### config.mk
export PLATFORM = sky130hd
export DESIGN_NAME = dpd_fdiv
export DESIGN_NICKNAME = d
export VERILOG_FILES = /design/src/hw/rtl/dpd_pkg.sv /design/src/hw/rtl/dpd_fdiv.sv
export SDC_FILE = /design/constraint.sdc
export NUM_CORES = 2
export LEC_CHECK = 0
export BUFFER_PORTS_ARGS = -buffer_cell sky130_fd_sc_hd__buf_2
export CAP_MARGIN = 25
export CELL_PAD_IN_SITES_DETAIL_PLACEMENT = 1
export CELL_PAD_IN_SITES_GLOBAL_PLACEMENT = 1
export CORE_UTILIZATION = 46
export CTS_BUF_LIST = sky130_fd_sc_hd__clkbuf_4 sky130_fd_sc_hd__clkbuf_8 sky130_fd_sc_hd__clkbuf_16
export CTS_CLUSTER_DIAMETER = 50
export DETAILED_ROUTE_END_ITERATION = 10
export PLACE_DENSITY_LB_ADDON = 0.15
export SETUP_SLACK_MARGIN = 0.4
export SLEW_MARGIN = 20
export SYNTH_ARGS = -nofsm -noshare
export SYNTH_HDL_FRONTEND = slang
export SYNTH_MEMORY_MAX_BITS = 65536
export SYNTH_SLANG_ARGS = --single-unit
### constraint.sdc
create_clock -name clk -period 7.7 [get_ports clk]
set_input_delay 0.77 -clock clk [delete_from_list [all_inputs] [get_ports clk]]
set_output_delay 0.77 -clock clk [all_outputs]
set_load 0.01 [all_outputs]
### src/hw/rtl/dpd_pkg.sv
// Shared types, constants and Q8.24 arithmetic helpers for the DPD pair update.
// Used by dpd_fdiv and dpd_pair_velocity_update_unit.
`default_nettype none

package dpd_pkg;

    localparam int SQRT_STEPS = 32;
    localparam int DIV_STEPS  = 32;

    localparam logic signed [31:0] FX_ONE  = 32'sh0100_0000;
    localparam logic signed [31:0] FX_HALF = 32'sh0080_0000;
    localparam logic signed [31:0] FX_MAX  = 32'sh7FFF_FFFF;
    localparam logic signed [31:0] FX_MIN  = 32'sh8000_0000;

    localparam logic signed [39:0] SAT_HI40 = 40'sh00_7FFF_FFFF;
    localparam logic signed [39:0] SAT_LO40 = 40'shFF_8000_0000;
    localparam logic signed [63:0] RND_HALF = 64'sh0000_0000_0080_0000;

    typedef enum logic [2:0] {
        CFG_CUTOFF_SQ         = 3'd0,
        CFG_CUTOFF            = 3'd1,
        CFG_NOISE_AMPLITUDE   = 3'd2,
        CFG_TIME_STEP         = 3'd3,
        CFG_TIME_STEP_ROOT    = 3'd4,
        CFG_INV_TEMPERATURE   = 3'd5,
        CFG_INV_BOLTZMANN     = 3'd6,
        CFG_FORCE_TO_VELOCITY = 3'd7
    } cfg_index_t;

    typedef struct packed {
        logic signed [31:0] sep_x;
        logic signed [31:0] sep_y;
        logic signed [31:0] sep_z;
        logic signed [31:0] vel_ix;
        logic signed [31:0] vel_iy;
        logic signed [31:0] vel_iz;
        logic signed [31:0] vel_jx;
        logic signed [31:0] vel_jy;
        logic signed [31:0] vel_jz;
        logic [30:0]        inv_mass_i;
        logic [30:0]        inv_mass_j;
        logic signed [31:0] gauss_sample;
    } pair_t;

    typedef struct packed {
        logic signed [31:0] new_ix;
        logic signed [31:0] new_iy;
        logic signed [31:0] new_iz;
        logic signed [31:0] new_jx;
        logic signed [31:0] new_jy;
        logic signed [31:0] new_jz;
        logic               interacted;
    } result_t;

    typedef logic [2:0][31:0] vec3_t;

    typedef struct packed {
        vec3_t vi;
        vec3_t vj;
    } vel_t;

    typedef struct packed {
        logic [30:0] mi;
        logic [30:0] mj;
        logic [31:0] g;
        logic        hit;
    } side_t;

    typedef struct packed {
        logic adv;
    } pipe_ctrl_t;

    function automatic logic signed [31:0] sat40(input logic signed [39:0] v);
        logic signed [31:0] r;
        if (v > SAT_HI40) begin
            r = FX_MAX;
        end
        else if (v < SAT_LO40) begin
            r = FX_MIN;
        end
        else begin
            r = v[31:0];
        end
        return r;
    endfunction

    function automatic logic signed [31:0] add_sat(input logic signed [31:0] a,
                                                   input logic signed [31:0] b);
        logic signed [32:0] s;
        s = $signed({a[31], a}) + $signed({b[31], b});
        return sat40({{7{s[32]}}, s});
    endfunction

    function automatic logic signed [31:0] sub_sat(input logic signed [31:0] a,
                                                   input logic signed [31:0] b);
        logic signed [32:0] s;
        s = $signed({a[31], a}) - $signed({b[31], b});
        return sat40({{7{s[32]}}, s});
    endfunction

    function automatic logic signed [31:0] sum3_sat(input logic signed [31:0] a,
                                                    input logic signed [31:0] b,
                                                    input logic signed [31:0] c);
        logic signed [33:0] s;
        s = $signed({{2{a[31]}}, a}) + $signed({{2{b[31]}}, b})
            + $signed({{2{c[31]}}, c});
        return sat40({{6{s[33]}}, s});
    endfunction

    // round half up, then clamp
    function automatic logic signed [31:0] fmul(input logic signed [31:0] a,
                                                input logic signed [31:0] b);
        logic signed [63:0] p;
        p = a * b;
        p = p + RND_HALF;
        return sat40(p[63:24]);
    endfunction

    function automatic logic [31:0] abs32(input logic signed [31:0] a);
        logic [31:0] r;
        r = a[31] ? 32'(-a) : a;
        return r;
    endfunction

endpackage

`default_nettype wire

### src/hw/rtl/dpd_fdiv.sv
// Pipelined Q8.24 quotient (a * 2^24) / b, truncated toward zero and clamped.
// One quotient bit per stage; depends on dpd_pkg.
`default_nettype none

module dpd_fdiv (
    input  wire logic               clk,
    input  wire dpd_pkg::pipe_ctrl_t ctrl,
    input  wire logic [31:0]        num_mag,
    input  wire logic [31:0]        den_mag,
    input  wire logic               neg,
    output logic signed [31:0]      quo
);

    logic [31:0] rem_reg [0:dpd_pkg::DIV_STEPS];
    logic [31:0] lo_reg  [0:dpd_pkg::DIV_STEPS];
    logic [31:0] q_reg   [0:dpd_pkg::DIV_STEPS];
    logic [31:0] den_reg [0:dpd_pkg::DIV_STEPS];
    logic        ovf_reg [0:dpd_pkg::DIV_STEPS];
    logic        neg_reg [0:dpd_pkg::DIV_STEPS];

    logic [31:0] rem_next [1:dpd_pkg::DIV_STEPS];
    logic [31:0] q_next   [1:dpd_pkg::DIV_STEPS];

    logic        ovf_next;

    assign ovf_next = {8'd0, num_mag[31:8]} >= den_mag;

    always_comb
    begin
        for (int i = 1; i <= dpd_pkg::DIV_STEPS; i++)
        begin
            logic [32:0] t;
            logic        ge;
            t  = {rem_reg[i-1], lo_reg[i-1][31]};
            ge = t >= {1'b0, den_reg[i-1]};
            rem_next[i] = ge ? 32'(t - {1'b0, den_reg[i-1]}) : t[31:0];
            q_next[i]   = {q_reg[i-1][30:0], ge};
        end
    end

    always_ff @(posedge clk)
    begin
        if (ctrl.adv)
        begin
            rem_reg[0] <= ovf_next ? 32'd0 : {8'd0, num_mag[31:8]};
            lo_reg[0]  <= {num_mag[7:0], 24'd0};
            q_reg[0]   <= '0;
            den_reg[0] <= den_mag;
            ovf_reg[0] <= ovf_next;
            neg_reg[0] <= neg;
            for (int i = 1; i <= dpd_pkg::DIV_STEPS; i++)
            begin
                rem_reg[i] <= rem_next[i];
                lo_reg[i]  <= {lo_reg[i-1][30:0], 1'b0};
                q_reg[i]   <= q_next[i];
                den_reg[i] <= den_reg[i-1];
                ovf_reg[i] <= ovf_reg[i-1];
                neg_reg[i] <= neg_reg[i-1];
            end
        end
    end

    always_comb
    begin
        if (ovf_reg[dpd_pkg::DIV_STEPS])
        begin
            quo = neg_reg[dpd_pkg::DIV_STEPS] ? dpd_pkg::FX_MIN : dpd_pkg::FX_MAX;
        end
        else if (!neg_reg[dpd_pkg::DIV_STEPS])
        begin
            quo = q_reg[dpd_pkg::DIV_STEPS][31] ? dpd_pkg::FX_MAX
                                                : q_reg[dpd_pkg::DIV_STEPS];
        end
        else
        begin
            quo = (q_reg[dpd_pkg::DIV_STEPS] > 32'h8000_0000) ? dpd_pkg::FX_MIN
                  : 32'(-q_reg[dpd_pkg::DIV_STEPS]);
        end
    end

endmodule

`default_nettype wire

==> flow_summary.toml <==
[floorplanning]
fp-row-count = 205
die_h_um = 564
ios = 99
core_area_sq_mm = 0.313
start_util_pct = 46.4
die_w_um = 564
die_area_sq_mm = 0.318

[setup_path]
cp_max_fo = 11
reg2reg_depth = 14
cp.depth = 14
cp-start-kind = "flop"
cp-startpoint = "q_reg[32][0]"
regToRegSetupSlack_ps = 3000
r2r-end = "rem_reg[0][265]"
r2r_start = "den_reg[0][225]"
crit_chain = "inv_1 -> ha_1 -> or3b_2 -> or3_1 -> nor3_1 -> nand3_1 -> nor2_2 -> nand3_1 -> or3_1 -> o21ai_1 -> nor2b_1 -> o21ai_0 -> a21oi_1 -> buf_2"
critical-path-top-delay-family = "simple AND/OR/NAND/NOR gates"
worstSetupPathType = "flop to output pin"
slowest_stage = "nor2b_1"
arrival_ps = 5490
endpoint = "quo[2]"
worst_path_largest_cell_delay_ps = 670
crit_required_ps = 6930
endpoint_kind = "output pin"
crit_buf_inv = 2

[finish]
largest_register_ffs = 1024
final_nets = 14009
n_fill_cell = 32546
final_layout_size_suffix_gt1_share_pct = 10.1
area_growth_pct = 13.1
fin_util_pct = 52.5
stdcell_count = 17328

[clock_network]
cts_tree = "built"
insertion_delay_ps = 930
cts_hold_buf = 38
clk_path_buf_depth = 4
numClockSinks = 2670
cts_setup_buffers = 0
cts_root_buf = "clkbuf_16"
numCtsBuffers = 368
ctsResizeCount = 0
clk_pin_slew_worst_paths_ps = 60
cts-htree-levels = 5

[place]
dp.cells = 16602
pre_cts_slack_ps = 2480
dp_hpwl_um = 277000
gp_congestion = 0.915
port_buffers = 98

[yosys]
synthCells = 12561
synth_edf_count = 2670
ys.flop_type = "edfxtp_1"
synth_fp_nets = 13700
syn_avg_cell_area_sq_um = 11.6
netlist_area_sq_mm = 0.145
synth.distinct_cells = 93
ys_seq_elements = 2670
seq_area_frac_synth_pct = 55.2
yosysWarnings = 0
synthArstFlopShare_pct = 0

[route]
first_pass_iters = 6
drt_iter0_drc = 6344
via_per_inst = 5.65
drc = 0
vias = 97914
drt-wirelength-per-cell_um = 21.7
ant_nets = 0
wl_um = 376000

[grt]
grt.total_usage_pct = 23.3
antenna_found_initial = 10
grt_pass1_vias = 102097
grt_max_degree = 160
grt_pass1_wl_um = 587000
grt.overflow.total = 0

[outcome]
status = "finished, final reports clean"

[timing]
fmax_ghz = 0.160
fin_worst_skew_ps = 57.4
worstMarginPinSlew_ps = 1140
rsz0062_at_grt = "no"
drv_slew = 0
hold_viol_final = 0
setup_violations = 0
relSlewSlack_pct = 23.6
fin_crit_sh_pct = 81.3
fin_ws_ps = 1440
setup_tns_ps = 0
period_minus_slack_ps = 6260

[power]
power_density_mw_per_mm2 = 436
vdd_drop_max_uv = 297
p_leak_nw = 66.9

[min_path]
hold_path_class = "primary input to flop"

[run]
drv_cap = 0
through the flow:
stage / hold slack (ps) / area, sq um / power [mW]
floorplan: 400 / 145000 / 45.0
global placement: 401 / 151000 / 52.5
detailed placement: 405 / 151000 / 53.6
CTS: 3.04 / 164000 / 72.1
global route: 46.3 / 164000 / 76.1
finish: 87.3 / 164000 / 71.7
layout by cell type, fill, tap and decap left out, types with 156 or more instances in the layout:
cell type,count
nand2b_1,186
clkbuf_16,372
ha_1,1041
a21oi_1,1019
o21ai_0,833
mux2_2,377
inv_1,1314
nand4_1,161
nor2b_1,156
nand3_1,206
edfxtp_1,2670
a21o_1,513
nand2_1,823
nor2_1,640
xor2_1,338
xnor2_1,481
report_power, final:
| group | switching [mW] | leakage (nW) | internal (mW) |
|---|---|---|---|
| logic | 17.3 | 34.5 | 12.8 |
| clock network | 7.03 | 6.32 | 10.8 |
| registers | 2.46 | 26.1 | 21.3 |
| total | 26.8 | 66.9 | 44.9 |
synthesized netlist by cell type (20+ instances only):
cell / n / area share [%]
inv_1: 1314 / 3.4
a21o_1: 513 / 2.7
o22a_1: 23 / 0.14
nor2b_1: 156 / 0.67
a31o_2: 23 / 0.14
a21oi_1: 1021 / 3.5
and2_1: 67 / 0.29
o21bai_1: 83 / 0.43
o21a_1: 141 / 0.73
nor2_1: 640 / 1.7
a211oi_1: 88 / 0.45
o41ai_1: 20 / 0.12
nand2b_1: 186 / 0.80
nand3b_1: 20 / 0.10
clkbuf_1: 231 / 0.60
o31ai_1: 60 / 0.31
mux2_2: 377 / 2.9
a21boi_0: 37 / 0.19
o21ai_0: 833 / 2.9
or2_2: 40 / 0.17
mux2i_1: 29 / 0.20
and3_1: 83 / 0.36
mux2_4: 20 / 0.21
nand4_1: 161 / 0.69
o31a_1: 25 / 0.15
nor3_1: 150 / 0.52
a211o_1: 33 / 0.20
nor4_1: 46 / 0.20
o211ai_1: 46 / 0.24
edfxtp_1: 2670 / 55
xnor2_1: 481 / 2.9
fa_1: 31 / 0.43
nand2_1: 823 / 2.1
a31oi_1: 102 / 0.44
xor2_1: 338 / 2.0
nor3b_1: 27 / 0.14
ha_1: 1041 / 9.0
or3_1: 51 / 0.22
nand3_1: 206 / 0.71
area by class of cell:
| class | count | area [sq um] | share of cell area [%] |
|---|---|---|---|
| Inverter | 1315 | 4940 | 3.00 |
| Timing Repair Buffer | 205 | 1600 | 0.971 |
| Tap cell | 4140 | 5180 | 3.15 |
| Multi-Input combinational cell | 8310 | 59400 | 36.2 |
| Antenna cell | 4 | 10.0 | 0.00609 |
| Clock inverter | 282 | 3470 | 2.11 |
| Clock buffer | 402 | 9530 | 5.80 |
| Sequential cell | 2670 | 80200 | 48.8 |
how the worst min path moves through the flow:
stage / start / endpoint / slack (ps) / cells after the start
2_1_floorplan: lo_reg[0][87] / lo_reg[0][119] / 400 / 0
3_3_place_gp: q_reg[17][9] / q_reg[18][10] / 400 / 0
3_5_place_dp: q_reg[30][7] / q_reg[31][8] / 410 / 0
4_1_cts: den_mag[19] / den_reg[0][19] / 3 / 1
5_1_grt: den_mag[19] / den_reg[0][19] / 50 / 1
6_report: den_mag[18] / den_reg[0][18] / 90 / 1
layer usage:
metal  share of wire (%)  GRT usage, %  up-vias
met3                 3.9          2.76      473
li1                    -             -    46779
met2                  47          39.0     1605
met5              0.0032             0        -
met1                  47          32.5    49055
met4                 1.8          4.87        2
cell families (layout without fill, tap and decap cells):
| group | after synthesis | count (layout) | synth area share [%] |
|---|---|---|---|
| other cells | 0 | 4 | 0 |
| xor+xnor | 819 | 819 | 4.94 |
| simple gates | 2721 | 2721 | 9.03 |
| buf+inv | 1581 | 2204 | 4.13 |
| mux | 434 | 434 | 3.39 |
| flops | 2670 | 2670 | 55.2 |
| compound gates | 3264 | 3264 | 13.9 |
| fa+ha+maj | 1072 | 1072 | 9.39 |
Power figures use the tool's default switching activity.
